`config.mk`:
```
export PLATFORM = sky130hd
export DESIGN_NAME = wav_header_parser_flat
export DESIGN_NICKNAME = d
export VERILOG_FILES = /design/src/design/wavhp_pkg.sv /design/src/design/wavhp_in_if.sv /design/src/design/wavhp_out_if.sv /design/src/design/wavhp_chunk_walk.sv /design/src/design/wav_header_parser.sv /design/src/flat_wrapper.sv
export SDC_FILE = /design/constraint.sdc
export NUM_CORES = 1
export LEC_CHECK = 0
export ABC_CLOCK_PERIOD_IN_PS = 9400
export BUFFER_PORTS_ARGS = -buffer_cell sky130_fd_sc_hd__buf_4
export CAP_MARGIN = 0
export CORE_UTILIZATION = 41
export CTS_CLUSTER_SIZE = 40
export DETAILED_ROUTE_END_ITERATION = 10
export GPL_ROUTABILITY_DRIVEN = 0
export GPL_TIMING_DRIVEN = 0
export PLACE_DENSITY = 0.66
export SYNTH_ARGS = -nofsm -noshare
export SYNTH_HDL_FRONTEND = slang
export SYNTH_SLANG_ARGS = --single-unit
```
`constraint.sdc`:
```
create_clock -name clk -period 9.4 [get_ports clk]
set_input_delay 0.94 -clock clk [delete_from_list [all_inputs] [get_ports clk]]
set_output_delay 0.94 -clock clk [all_outputs]
set_load 0.02 [all_outputs]
```
`src/design/wavhp_pkg.sv`:
```
// Shared constants and types for the WAV header parser.
`default_nettype none
package wavhp_pkg;

	typedef logic [2:0] status_t;

	localparam status_t ST_OK        = 3'd0;
	localparam status_t ST_TOO_SMALL = 3'd1;
	localparam status_t ST_BAD_TAG   = 3'd2;
	localparam status_t ST_TRUNCATED = 3'd3;
	localparam status_t ST_NO_DATA   = 3'd4;

	localparam logic [31:0] TAG_RIFF = 32'h5249_4646;
	localparam logic [31:0] TAG_WAVE = 32'h5741_5645;
	localparam logic [31:0] TAG_DATA = 32'h6461_7461;

	localparam int MIN_FILE_LEN = 44;
	localparam int FIRST_HEADER = 12;
	localparam int HEADER_LEN   = 8;

	// Character k of a four-character tag, first character in the top byte.
	function automatic logic [7:0] tag_byte(input logic [31:0] tag, input logic [1:0] k);
		logic [7:0] r;
		begin
			case (k)
				2'd0:    r = tag[31:24];
				2'd1:    r = tag[23:16];
				2'd2:    r = tag[15:8];
				default: r = tag[7:0];
			endcase
			return r;
		end
	endfunction

endpackage
`default_nettype wire

```
`src/design/wavhp_in_if.sv`:
```
// Byte stream channel: one file byte per beat, flag on the last byte.
`default_nettype none
interface wavhp_in_if;
	logic       valid;
	logic       ready;
	logic [7:0] file_byte;
	logic       end_of_file;

	modport source (output valid, output file_byte, output end_of_file, input ready);
	modport sink   (input valid, input file_byte, input end_of_file, output ready);
endinterface
`default_nettype wire

```
`src/design/wavhp_out_if.sv`:
```
// Result channel: one beat per parsed file.
`default_nettype none
interface wavhp_out_if;
	logic        valid;
	logic        ready;
	logic [2:0]  status;
	logic [31:0] rate_hz;
	logic [15:0] channel_count;
	logic [15:0] sample_bits;
	logic [31:0] pcm_offset;
	logic [31:0] pcm_length;
	logic        mono16_ok;

	modport source (output valid, output status, output rate_hz, output channel_count,
		output sample_bits, output pcm_offset, output pcm_length, output mono16_ok,
		input ready);
	modport sink   (input valid, input status, input rate_hz, input channel_count,
		input sample_bits, input pcm_offset, input pcm_length, input mono16_ok,
		output ready);
endinterface
`default_nettype wire

```
`src/design/wavhp_chunk_walk.sv`:
```
// Chunk header walker: finds the first complete "data" chunk header.
`default_nettype none
module wavhp_chunk_walk #(
	parameter int POSITION_BITS = 32
) (
	input  wire logic                     clk,
	input  wire logic                     arst_n,
	input  wire logic                     step,
	input  wire logic                     clear,
	input  wire logic [POSITION_BITS-1:0] pos,
	input  wire logic [7:0]               file_byte,
	output logic                          found,
	output logic [POSITION_BITS-1:0]      found_offset,
	output logic [31:0]                   found_length
);
	import wavhp_pkg::*;

	localparam int PB = POSITION_BITS;
	localparam int NW = ((PB + 1 > 32) ? PB + 1 : 32) + 2;
	localparam logic [PB:0] NEXT_MAX = {(PB + 1){1'b1}};

	logic [PB:0]   next_at_q;
	logic [31:0]   id_q;
	logic [31:0]   size_q;
	logic          found_q;
	logic [PB-1:0] off_q;
	logic [31:0]   len_q;

	logic [PB:0]   pos_ext;
	logic [PB:0]   diff;
	logic          in_hdr;
	logic [2:0]    d;
	logic [31:0]   id_d;
	logic [31:0]   size_d;
	logic [PB:0]   next_at_d;
	logic [NW-1:0] next_sum;

	always_comb begin
		pos_ext   = {1'b0, pos};
		diff      = pos_ext - next_at_q;
		d         = diff[2:0];
		in_hdr    = step && !found_q && (pos_ext >= next_at_q) && (diff[PB:3] == '0);
		id_d      = id_q;
		size_d    = size_q;
		next_at_d = next_at_q;
		found     = found_q;
		found_offset = off_q;
		found_length = len_q;
		next_sum  = NW'(next_at_q) + NW'(HEADER_LEN) + NW'(size_q);
		if (in_hdr) begin
			if (d < 3'd4) begin
				id_d = {id_q[23:0], file_byte};
			end else begin
				size_d = {file_byte, size_q[31:8]};
			end
			if (d == 3'd7) begin
				next_sum = NW'(next_at_q) + NW'(HEADER_LEN) + NW'(size_d);
				if (id_q == TAG_DATA) begin
					found        = 1'b1;
					found_offset = pos + PB'(1);
					found_length = size_d;
				end else if (next_sum > NW'(NEXT_MAX)) begin
					next_at_d = NEXT_MAX;
				end else begin
					next_at_d = next_sum[PB:0];
				end
			end
		end
	end

	always_ff @(posedge clk or negedge arst_n) begin
		if (!arst_n) begin
			next_at_q <= (PB + 1)'(FIRST_HEADER);
			id_q      <= '0;
			size_q    <= '0;
			found_q   <= 1'b0;
			off_q     <= '0;
			len_q     <= '0;
		end else if (clear) begin
			next_at_q <= (PB + 1)'(FIRST_HEADER);
			id_q      <= '0;
			size_q    <= '0;
			found_q   <= 1'b0;
			off_q     <= '0;
			len_q     <= '0;
		end else if (step) begin
			next_at_q <= next_at_d;
			id_q      <= id_d;
			size_q    <= size_d;
			found_q   <= found;
			off_q     <= found_offset;
			len_q     <= found_length;
		end
	end

`ifndef SYNTHESIS
	a_found_sticky: assert property (@(posedge clk) disable iff (!arst_n)
		found_q && !clear |=> found_q)
		else $error("data chunk flag dropped inside a file");
	a_walk_frozen: assert property (@(posedge clk) disable iff (!arst_n)
		found_q && !clear |=> $stable(next_at_q))
		else $error("chunk walk advanced after data chunk was found");
	a_clear_resets: assert property (@(posedge clk) disable iff (!arst_n)
		clear |=> !found_q && next_at_q == (PB + 1)'(FIRST_HEADER))
		else $error("walker not back at first header after file end");
`endif

endmodule
`default_nettype wire

```
`src/design/wav_header_parser.sv`:
```
// WAV header parser: streams a file byte by byte and reports its format.
//
// Usage:
//   stream carries one file byte per beat; end_of_file marks the last byte.
//   result carries one beat per file: status, sample rate, channel count,
//   bits per sample, PCM data offset and length, and a mono 16-bit flag.
//   An accepted byte is held in an input register and parsed from there
//   against the running state; on the last byte the parse loads the result
//   register, which drives the result beat.
//   Throughput is one byte per cycle, set by the single input register, but
//   a final byte waits on a held result; other bytes keep flowing meanwhile.
//   When the receiver stalls, the result register holds; only a new final
//   byte waits in the input register until the result beat is taken, which
//   in turn stalls stream.
//   Reset clears the position counter, tag checks and chunk walk; after each
//   final byte the same state is cleared so the next byte starts a new file.
//   Positions are POSITION_BITS wide and saturate at their maximum.
`default_nettype none
module wav_header_parser #(
	parameter int POSITION_BITS = 32
) (
	input  wire logic  clk,
	input  wire logic  arst_n,
	wavhp_in_if.sink   stream,
	wavhp_out_if.source result
);
	import wavhp_pkg::*;

	localparam int PB  = POSITION_BITS;
	localparam int SUM = ((PB > 32) ? PB : 32) + 1;
	localparam logic [PB-1:0] POS_MAX = {PB{1'b1}};

	logic          valid_s1;
	logic [7:0]    byte_s1;
	logic          eof_s1;
	logic          adv;
	logic          fin;
	logic          parse_en;

	logic [PB-1:0] pos_q;
	logic          riff_q;
	logic          wave_q;
	logic [31:0]   rate_q;
	logic [15:0]   ch_q;
	logic [15:0]   bits_q;

	logic          found;
	logic [PB-1:0] found_offset;
	logic [31:0]   found_length;

	logic          res_valid_q;
	status_t       status_q;
	logic [31:0]   rate_out_q;
	logic [15:0]   ch_out_q;
	logic [15:0]   bits_out_q;
	logic [31:0]   off_out_q;
	logic [31:0]   len_out_q;
	logic          mono_q;

	logic [PB:0]    file_len;
	logic [SUM-1:0] off_ext;
	logic [SUM-1:0] chunk_end;
	status_t        status_d;

	// Advance the input register unless a final byte would overwrite a held result.
	assign adv          = valid_s1 && (!eof_s1 || !res_valid_q || result.ready);
	assign fin          = adv && eof_s1;
	assign parse_en     = adv && (pos_q != POS_MAX);
	assign stream.ready = !valid_s1 || adv;

	always_ff @(posedge clk or negedge arst_n) begin
		if (!arst_n) begin
			valid_s1 <= 1'b0;
		end else if (stream.ready) begin
			valid_s1 <= stream.valid;
		end
	end

	always_ff @(posedge clk) begin
		if (stream.ready && stream.valid) begin
			byte_s1 <= stream.file_byte;
			eof_s1  <= stream.end_of_file;
		end
	end

	always_ff @(posedge clk or negedge arst_n) begin
		if (!arst_n) begin
			pos_q  <= '0;
			riff_q <= 1'b1;
			wave_q <= 1'b1;
			rate_q <= '0;
			ch_q   <= '0;
			bits_q <= '0;
		end else if (fin) begin
			pos_q  <= '0;
			riff_q <= 1'b1;
			wave_q <= 1'b1;
			rate_q <= '0;
			ch_q   <= '0;
			bits_q <= '0;
		end else if (adv) begin
			if (pos_q != POS_MAX) begin
				pos_q <= pos_q + PB'(1);
			end
			if (parse_en) begin
				if (pos_q < PB'(4) && byte_s1 != tag_byte(TAG_RIFF, pos_q[1:0])) begin
					riff_q <= 1'b0;
				end
				if (pos_q >= PB'(8) && pos_q < PB'(12) &&
				    byte_s1 != tag_byte(TAG_WAVE, pos_q[1:0])) begin
					wave_q <= 1'b0;
				end
				if (pos_q == PB'(22) || pos_q == PB'(23)) begin
					ch_q <= {byte_s1, ch_q[15:8]};
				end
				if (pos_q >= PB'(24) && pos_q < PB'(28)) begin
					rate_q <= {byte_s1, rate_q[31:8]};
				end
				if (pos_q == PB'(34) || pos_q == PB'(35)) begin
					bits_q <= {byte_s1, bits_q[15:8]};
				end
			end
		end
	end

	wavhp_chunk_walk #(
		.POSITION_BITS (PB)
	) u_walk (
		.clk          (clk),
		.arst_n       (arst_n),
		.step         (parse_en),
		.clear        (fin),
		.pos          (pos_q),
		.file_byte    (byte_s1),
		.found        (found),
		.found_offset (found_offset),
		.found_length (found_length)
	);

	always_comb begin
		file_len  = {1'b0, pos_q} + (PB + 1)'(1);
		off_ext   = SUM'(found_offset);
		chunk_end = off_ext + SUM'(found_length);
		if (file_len < (PB + 1)'(MIN_FILE_LEN)) begin
			status_d = ST_TOO_SMALL;
		end else if (!riff_q || !wave_q) begin
			status_d = ST_BAD_TAG;
		end else if (!found) begin
			status_d = ST_NO_DATA;
		end else if (chunk_end > SUM'(file_len)) begin
			status_d = ST_TRUNCATED;
		end else begin
			status_d = ST_OK;
		end
	end

	always_ff @(posedge clk or negedge arst_n) begin
		if (!arst_n) begin
			res_valid_q <= 1'b0;
		end else if (fin) begin
			res_valid_q <= 1'b1;
		end else if (result.ready) begin
			res_valid_q <= 1'b0;
		end
	end

	always_ff @(posedge clk) begin
		if (fin) begin
			status_q <= status_d;
			if (status_d == ST_TOO_SMALL || status_d == ST_BAD_TAG) begin
				rate_out_q <= '0;
				ch_out_q   <= '0;
				bits_out_q <= '0;
			end else begin
				rate_out_q <= rate_q;
				ch_out_q   <= ch_q;
				bits_out_q <= bits_q;
			end
			if (status_d == ST_OK) begin
				off_out_q <= off_ext[31:0];
				len_out_q <= found_length;
				mono_q    <= (ch_q == 16'd1) && (bits_q == 16'd16);
			end else begin
				off_out_q <= '0;
				len_out_q <= '0;
				mono_q    <= 1'b0;
			end
		end
	end

	assign result.valid         = res_valid_q;
	assign result.status        = status_q;
	assign result.rate_hz       = rate_out_q;
	assign result.channel_count = ch_out_q;
	assign result.sample_bits   = bits_out_q;
	assign result.pcm_offset    = off_out_q;
	assign result.pcm_length    = len_out_q;
	assign result.mono16_ok     = mono_q;

`ifndef SYNTHESIS
	a_pos_restart: assert property (@(posedge clk) disable iff (!arst_n)
		fin |=> pos_q == '0)
		else $error("position not cleared after final byte");
	a_final_waits: assert property (@(posedge clk) disable iff (!arst_n)
		valid_s1 && eof_s1 && res_valid_q && !result.ready |-> !stream.ready)
		else $error("final byte advanced over a held result");
	a_mono_only_ok: assert property (@(posedge clk) disable iff (!arst_n)
		res_valid_q && mono_q |-> status_q == ST_OK)
		else $error("mono flag set on a failed file");
	a_pos_monotonic: assert property (@(posedge clk) disable iff (!arst_n)
		adv && !eof_s1 |=> pos_q >= $past(pos_q))
		else $error("position moved backward inside a file");
`endif

endmodule
`default_nettype wire
```
`src/flat_wrapper.sv`:
```
// flat-port wrapper written by rule: the top's interface ports become plain ports
module wav_header_parser_flat import wavhp_pkg::*;
#(
	parameter int POSITION_BITS = 32
)
  (clk, arst_n, stream_valid, stream_file_byte, stream_end_of_file, stream_ready, result_valid, result_status, result_rate_hz, result_channel_count, result_sample_bits, result_pcm_offset, result_pcm_length, result_mono16_ok, result_ready);
  wavhp_in_if stream_i ();
  wavhp_out_if result_i ();
  input  wire logic clk;
  input  wire logic arst_n;
  input wire logic [$bits(stream_i.valid)-1:0] stream_valid;
  input wire logic [$bits(stream_i.file_byte)-1:0] stream_file_byte;
  input wire logic [$bits(stream_i.end_of_file)-1:0] stream_end_of_file;
  output wire logic [$bits(stream_i.ready)-1:0] stream_ready;
  output wire logic [$bits(result_i.valid)-1:0] result_valid;
  output wire logic [$bits(result_i.status)-1:0] result_status;
  output wire logic [$bits(result_i.rate_hz)-1:0] result_rate_hz;
  output wire logic [$bits(result_i.channel_count)-1:0] result_channel_count;
  output wire logic [$bits(result_i.sample_bits)-1:0] result_sample_bits;
  output wire logic [$bits(result_i.pcm_offset)-1:0] result_pcm_offset;
  output wire logic [$bits(result_i.pcm_length)-1:0] result_pcm_length;
  output wire logic [$bits(result_i.mono16_ok)-1:0] result_mono16_ok;
  input wire logic [$bits(result_i.ready)-1:0] result_ready;
  assign stream_i.valid = stream_valid;
  assign stream_i.file_byte = stream_file_byte;
  assign stream_i.end_of_file = stream_end_of_file;
  assign stream_ready = stream_i.ready;
  assign result_valid = result_i.valid;
  assign result_status = result_i.status;
  assign result_rate_hz = result_i.rate_hz;
  assign result_channel_count = result_i.channel_count;
  assign result_sample_bits = result_i.sample_bits;
  assign result_pcm_offset = result_i.pcm_offset;
  assign result_pcm_length = result_i.pcm_length;
  assign result_mono16_ok = result_i.mono16_ok;
  assign result_i.ready = result_ready;
  wav_header_parser #(.POSITION_BITS(POSITION_BITS)) u_core (.clk(clk), .arst_n(arst_n), .stream(stream_i), .result(result_i));
endmodule
```
# Yosys cells after proc, flatten, opt, wreduce, memory -nomap -nowiden
# Index checks and enable logic that the tools add are counted.
# word_totals
regBits	403
# op_classes
add_sub_neg	6
order_cmp	10
eq_ne	16
muxes	67
n_reduce_logical	49
# op_table
cell	count
2-to-1 mux 32 bit	26
2-to-1 mux 33 bit	6
2-to-1 mux 16 bit	8
== test 32 x 5 -> 1 bit (second input constant)	2
== test 32 x 6 -> 1 bit (second input constant)	2
2-to-1 mux 8 bit	6
adder 34 x 32 -> 35 bit	1
greater-than comparator 35 x 33 -> 1 bit (second input constant)	1
adder 33 x 4 -> 34 bit (second input constant)	1
adder 32 x 1 -> 33 bit (second input constant)	1
adder 32 x 32 -> 33 bit	1
greater-or-equal comparator 32 x 33 -> 1 bit	1
greater-than comparator 33 bit	1
less-than comparator 33 x 6 -> 1 bit (second input constant)	1
subtractor 32 x 33 -> 33 bit	1
adder 32 x 1 -> 32 bit (second input constant)	1
== test 32 x 31 -> 1 bit (second input constant)	1
greater-or-equal comparator 32 x 4 -> 1 bit (second input constant)	1
greater-or-equal comparator 32 x 5 -> 1 bit (second input constant)	1
less-than comparator 32 x 3 -> 1 bit (second input constant)	1
less-than comparator 32 x 4 -> 1 bit (second input constant)	1
less-than comparator 32 x 5 -> 1 bit (second input constant)	1
!= test 32 bit (second input constant)	1
logical NOT 30 bit	1
other kinds (24)	80

# Logic depth before layout (Yosys ltp)
# logic_depth
word_depth	20
mapped_depth	41

# By module
# Synthesis repeated with hierarchy kept, for this count alone.
# unflattened
hier_cells	2820
area_unflattened_um2	26008.7
# modules_own_cells
module	n_inst	cells_each	area_each_um2	seq_area_each_um2
wav_header_parser	1	1229	13233.9	6739.0
wavhp_chunk_walk	1	1591	12774.8	4056.4

# Worst setup path after synthesis
# No wires, ideal clock.
# synth_timing
path_type	register -> register
from	register u_core.pos_q[0]
to	register u_core.off_out_q[14] (netlist: u_core.result.pcm_offset[14]) (data pin)
arrival_ns	8.511
required_ns	9.261
slack_ns	0.750
stages_incl_launch_ff	41
synth_period_minus_slack_ns	8.650
cell_sequence	dfrtp_1 -> inv_1 -> ha_1 -> inv_1 -> fa_1 -> a211o_1 -> a21o_1 -> a31o_1 -> a211o_1 -> a221oi_2 -> nand4b_1 -> nor4_1 -> and4_1 -> and3_1 -> buf_2 -> buf_2 -> mux2i_1 -> inv_1 -> [5 not listed] -> o31a_1 -> a211oi_1 -> a21oi_1 -> a41oi_1 -> a211o_1 -> o21ba_2 -> o21ai_0 -> a21o_1 -> ha_1 -> nand4_1 -> or2_2 -> nor3_1 -> a32o_1 -> a31oi_1 -> a2111o_1 -> buf_2 -> buf_2 -> nor2_1
# synth_via
elab_chain_cells	14
# synth_rtl
element	line	rtl
start, declared	wav_header_parser.sv:40	logic [PB-1:0] pos_q;
start signal, assigned	wav_header_parser.sv:103	pos_q <= pos_q + PB'(1);
subtractor 32 x 33 -> 33 bit	wavhp_chunk_walk.sv:40	diff = pos_ext - next_at_q;
less-than comparator 3 bit	wavhp_chunk_walk.sv:51	if (d < 3'd4) begin
2-to-1 mux 32 bit	wavhp_chunk_walk.sv:51	
2-to-1 mux 32 bit	wavhp_chunk_walk.sv:50	if (in_hdr) begin
2-to-1 mux 32 bit	wavhp_chunk_walk.sv:58	if (id_q == TAG_DATA) begin
2-to-1 mux 32 bit	wavhp_chunk_walk.sv:56	if (d == 3'd7) begin
2-to-1 mux 32 bit (*)	wavhp_chunk_walk.sv:50	
via u_core.found_length[0]	wav_header_parser.sv:49	logic [31:0] found_length;
adder 32 x 32 -> 33 bit (*)	wav_header_parser.sv:143	chunk_end = off_ext + SUM'(found_length);
greater-than comparator 33 bit (*)	wav_header_parser.sv:150	end else if (chunk_end > SUM'(file_len)) begin
2-to-1 mux 2 bit (*)	wav_header_parser.sv:150	
2-to-1 mux 3 bit (*)	wav_header_parser.sv:148	end else if (!found) begin
2-to-1 mux 3 bit (*)	wav_header_parser.sv:146	end else if (!riff_q || !wave_q) begin
2-to-1 mux 3 bit (*)	wav_header_parser.sv:144	if (file_len < (PB + 1)'(MIN_FILE_LEN)) begin
logical NOT 3 bit (*)	wav_header_parser.sv:179	if (status_d == ST_OK) begin
end signal, assigned	wav_header_parser.sv:180	off_out_q <= off_ext[31:0];
end, declared	wav_header_parser.sv:56	logic [31:0] off_out_q;
# Mark *: on every way through the listed nets, which the timed path passes. The rest lies on a longest branch. The select of a mux whose other input is x is not followed.
# A chain may end at the register's enable or synchronous reset.

# Final worst setup path
# layout_timing
from	register u_core.u_walk.next_at_q[3]
to	register u_core.off_out_q[25] (netlist: u_core.result.pcm_offset[25]) (data pin)
# layout_via
elab_chain_cells	11
# layout_rtl
element	line	rtl
start, declared	wavhp_chunk_walk.sv:22	logic [PB:0] next_at_q;
start signal, assigned	wavhp_chunk_walk.sv:73	next_at_q <= (PB + 1)'(FIRST_HEADER);
start signal, assigned	wavhp_chunk_walk.sv:80	next_at_q <= (PB + 1)'(FIRST_HEADER);
start signal, assigned	wavhp_chunk_walk.sv:87	next_at_q <= next_at_d;
subtractor 32 x 33 -> 33 bit / greater-or-equal comparator 32 x 33 -> 1 bit (equally long branches)	wavhp_chunk_walk.sv:40, wavhp_chunk_walk.sv:42	
logical NOT 30 bit / logical AND 1 bit (equally long branches)	wavhp_chunk_walk.sv:42	in_hdr = step && !found_q && (pos_ext >= next_at_q) && (diff[PB:3] == '0);
logical AND 1 bit (*)	wavhp_chunk_walk.sv:42	
2-to-1 mux 32 bit (*)	wavhp_chunk_walk.sv:50	
via u_core.found_length[0]	wav_header_parser.sv:49	
adder 32 x 32 -> 33 bit (*)	wav_header_parser.sv:143	
greater-than comparator 33 bit (*)	wav_header_parser.sv:150	
2-to-1 mux 2 bit (*)	wav_header_parser.sv:150	
2-to-1 mux 3 bit (*)	wav_header_parser.sv:148	
2-to-1 mux 3 bit (*)	wav_header_parser.sv:146	
2-to-1 mux 3 bit (*)	wav_header_parser.sv:144	
logical NOT 3 bit (*)	wav_header_parser.sv:179	
# Mark *: on every way through the listed nets, which the timed path passes. The rest lies on a longest branch.

==> results.py <==
metrics = {
    "cts": {
        "clk_latency_ps": 590,
        "ctsRootBufferMaster": "clkbuf_16",
        "clock_sinks": 403,
        "cts_tree": "yes",
        "cts_buffers": 45,
        "h-tree-depth": 2,
        "cts_hold_buf": 0,
        "path_clk_slew_ps": 60,
        "clock_path_buffers": 3,
    },
    "sta": {
        "period_needed_ps": 9270,
        "slew_violations": 0,
        "setup-tns-final_ps": 0,
        "relSlewSlack_pct": 16.0,
        "timing.hold.ws_ps": 335,
        "max_freq_mhz": 108,
        "worstMarginPinSlew_ps": 1250,
        "final_hold_viol_count": 0,
        "finClkSkew_ps": 26.7,
        "period_share_pct": 98.6,
        "setup_viol_count_final": 0,
    },
    "drt": {
        "routedWlPerCell_um": 19.9,
        "ant_nets": 0,
        "totalWireLength_mm": 69.4,
        "drc": 0,
        "first_iter_violations": 1592,
        "vias_per_cell": 5.60,
        "dr.pass1.iters": 6,
        "via_count": 19500,
    },
    "finish": {
        "final_cell_count_no_fill": 3486,
        "multi_input_area_um2": 12700,
        "final_core_util_pct": 49.8,
        "areaGrowthSynthToFinish_pct": 19.3,
        "seqCellArea_um2": 10800,
        "nNetsFinal": 2866,
        "drive_gt1_share_pct": 17.0,
        "fill_cells": 5288,
    },
    "power_and_ir_drop": {
        "p_leak_nw": 13.6,
        "power.density_nw_per_um2": 145,
        "ir_drop_uv": 120,
        "power_w": 0.00419,
    },
    "synthesis": {
        "synth_seq_cells": 403,
        "synth-edff-count": 141,
        "netlist_area_um2": 24200,
        "synth-main-ff-cell": "dfrtp_1",
        "synth.area.top_cells": "dfrtp_1 (27%), edfxtp_1 (18%), ha_1 (8.6%), nor2_1 (5.1%), mux2i_1 (5.0%)",
        "async_flop_share_pct": 65.0,
        "ys_top_cells_by_count": "nor2_1 (326), dfrtp_1 (258), inv_1 (183)",
        "synth_top_cell_by_area": "dfrtp_1",
        "yosysTopAreaCellShare_pct": 26.7,
        "yosys.cell_count.top_type": "nor2_1",
        "seq_area_frac_synth_pct": 44.7,
        "yosysWarnings": 0,
        "post_synth.cell_area_avg_um2": 9.83,
        "synth.distinct_cells": 83,
        "synthCells": 2458,
        "synth.net_count": 2641,
    },
    "die": {
        "die_height_um": 245,
        "start_util_pct": 41.7,
        "die_area_um2": 59900,
        "core_area_um2": 57900,
        "pin_count": 147,
        "rows": 88,
        "die_w_um": 245,
    },
    "min_path": {
        "hold_class": "in2async",
    },
    "setup_path": {
        "timing.rr.start": "u_core.u_walk.next_at_q[3]$_DFFE_PN1P_",
        "crit_path_end_kind": "flip-flop",
        "cp.arrival_ps": 9700,
        "cp.required_ps": 9830,
        "crit_type": "reg2reg",
        "crit_path_start_kind": "flip-flop",
        "reg2reg_depth": 38,
        "cp_slowest_cell": "dfstp_2",
        "r2r_setup_slack_ps": 130,
        "cpPeakStageDelay_ps": 510,
        "r2r_end": "u_core.result.pcm_offset[25]$_SDFFCE_PP0P_",
        "path_max_fanout": 10,
    },
    "global_routing": {
        "grt_pass1_vias": 18800,
        "grt_max_degree": 96,
        "grt_pass1_wl_mm": 106,
        "grt-ovfl-total": 0,
        "antenna_found_initial": 0,
        "grt.total_usage_pct": 22.6,
    },
    "placement": {
        "port-buffer-count": 146,
        "dp.cells": 3373,
        "hpwl_mm": 52.7,
    },
    "outcome": {
        "status": "completed",
    },
    "flow_run": {
        "maxCapViolations": 0,
    },
}
layout make-up:
cell class                      count  share of cell area, %
Timing Repair Buffer              183                   5.15
Clock inverter                     25                   1.04
Multi-Input combinational cell   1755                   44.2
Sequential cell                   403                   37.5
Clock buffer                       59                   4.24
Buffer                            112                   2.14
Inverter                          183                   2.40
Tap cell                          765                   3.32
Antenna cell                        1                0.00868
report_power, final:
group | leakage (nW) | switching [W] | total [W] | internal [W]
Combinational | 7.82 | 0.000307 | 0.000491 | 0.000184
Clock | 0.746 | 0.000738 | 0.00183 | 0.00109
Sequential | 5.08 | 0.0000246 | 0.00187 | 0.00185
Total | 13.6 | 0.00107 | 0.00419 | 0.00312
worst max-delay path by stage:
stage | endpoint | cells past startpoint | start
finish | u_core.result.pcm_offset[25]$_SDFFCE_PP0P_ | 38 | u_core.u_walk.next_at_q[3]$_DFFE_PN1P_
CTS | u_core.result.pcm_length[19]$_SDFFCE_PP0P_ | 38 | u_core.u_walk.next_at_q[2]$_DFFE_PN1P_
global placement | u_core.result.pcm_length[8]$_SDFFCE_PP0P_ | 39 | u_core.pos_q[0]$_DFFE_PN0P_
floorplan | u_core.result.pcm_offset[14]$_SDFFCE_PP0P_ | 40 | u_core.pos_q[0]$_DFFE_PN0P_
global route | u_core.result.pcm_length[9]$_SDFFCE_PP0P_ | 39 | u_core.u_walk.next_at_q[3]$_DFFE_PN1P_
detailed placement | u_core.result.pcm_length[8]$_SDFFCE_PP0P_ | 39 | u_core.pos_q[0]$_DFFE_PN0P_
cells by family after synthesis:
kind of cell	count (synthesis)	synth area share, %
buffers and inverters	300	4.85
adders and majority gates	170	8.90
muxes	169	7.25
AOI/OAI and AO/OA	465	13.1
and+or+nand+nor	824	16.6
xor gates and xnor gates	127	4.60
DFF	403	44.7
layer usage:
layer  share of wire, %  vias up  track usage (%)
met4                3.5        0             8.24
met3                6.5      150             3.73
met1                 44     9415             30.3
met5                  0        -                0
li1                   -     9160                -
met2                 46      798             36.6
through the flow:
step                worst slack, ps  instance area [um^2]
floorplan                       750                 24200
detailed placement            -2080                 26300
global route                  -88.2                 28800
CTS                            21.1                 28100
finish                          135                 28800
global placement              -2140                 26200
state kept, by name (all words and copies together) (netlist names), 3 cells and up:
name                         cells
u_core.ch_q                     16
u_core.result.pcm_offset        32
u_core.u_walk.id_q              32
u_core.result.channel_count     16
u_core.result.rate_hz           32
u_core.byte_s1                   8
u_core.rate_q                   32
u_core.result.status             3
u_core.pos_q                    32
u_core.u_walk.size_q            32
u_core.result.pcm_length        32
u_core.result.sample_bits       16
u_core.bits_q                   16
u_core.u_walk.off_q             32
u_core.u_walk.len_q             32
u_core.u_walk.next_at_q         33
cells in the final DEF (no fill, tap or decap), types with 29 or more instances in the layout:
master     Yosys  final
a21o_1        35     34
a21oi_1      113    109
and2_1        68     68
buf_4          0    176
clkbuf_1      90     95
clkbuf_16      0     48
dfrtp_1      258    256
edfxtp_1     141    141
ha_1         167    160
inv_1        183    179
mux2_2        47     47
mux2i_1      121    105
nand2_1      143    143
nand3_1       53     52
nand4_1       48     48
nor2_1       326    291
nor2_2         0     30
o21a_1        29     29
o21ai_0       89     86
o2bb2ai_1     38     38
xnor2_1       83     83
xor2_1        44     44
worst max-delay path: cells and delay by family, from the launching register on:
family / cells / cell delay [ps]
xor+xnor: 1 / 160
flops: 1 / 510
buf+inv: 6 / 860
simple gates: 5 / 1060
mux: 2 / 450
compound gates: 20 / 4860
fa+ha+maj: 4 / 1150
what timing repair did:
| action | CTS | global route |
|---|---|---|
| gates resized for setup | 59 | 117 |
| hold endpoints to repair | 0 | 0 |
| pin swaps | 5 | 38 |
| setup endpoints to repair | 67 | 66 |
| cloned | 0 | 1 |
| setup buffers | 6 | 26 |
Note: power is estimated with default switching activity, not from simulation.
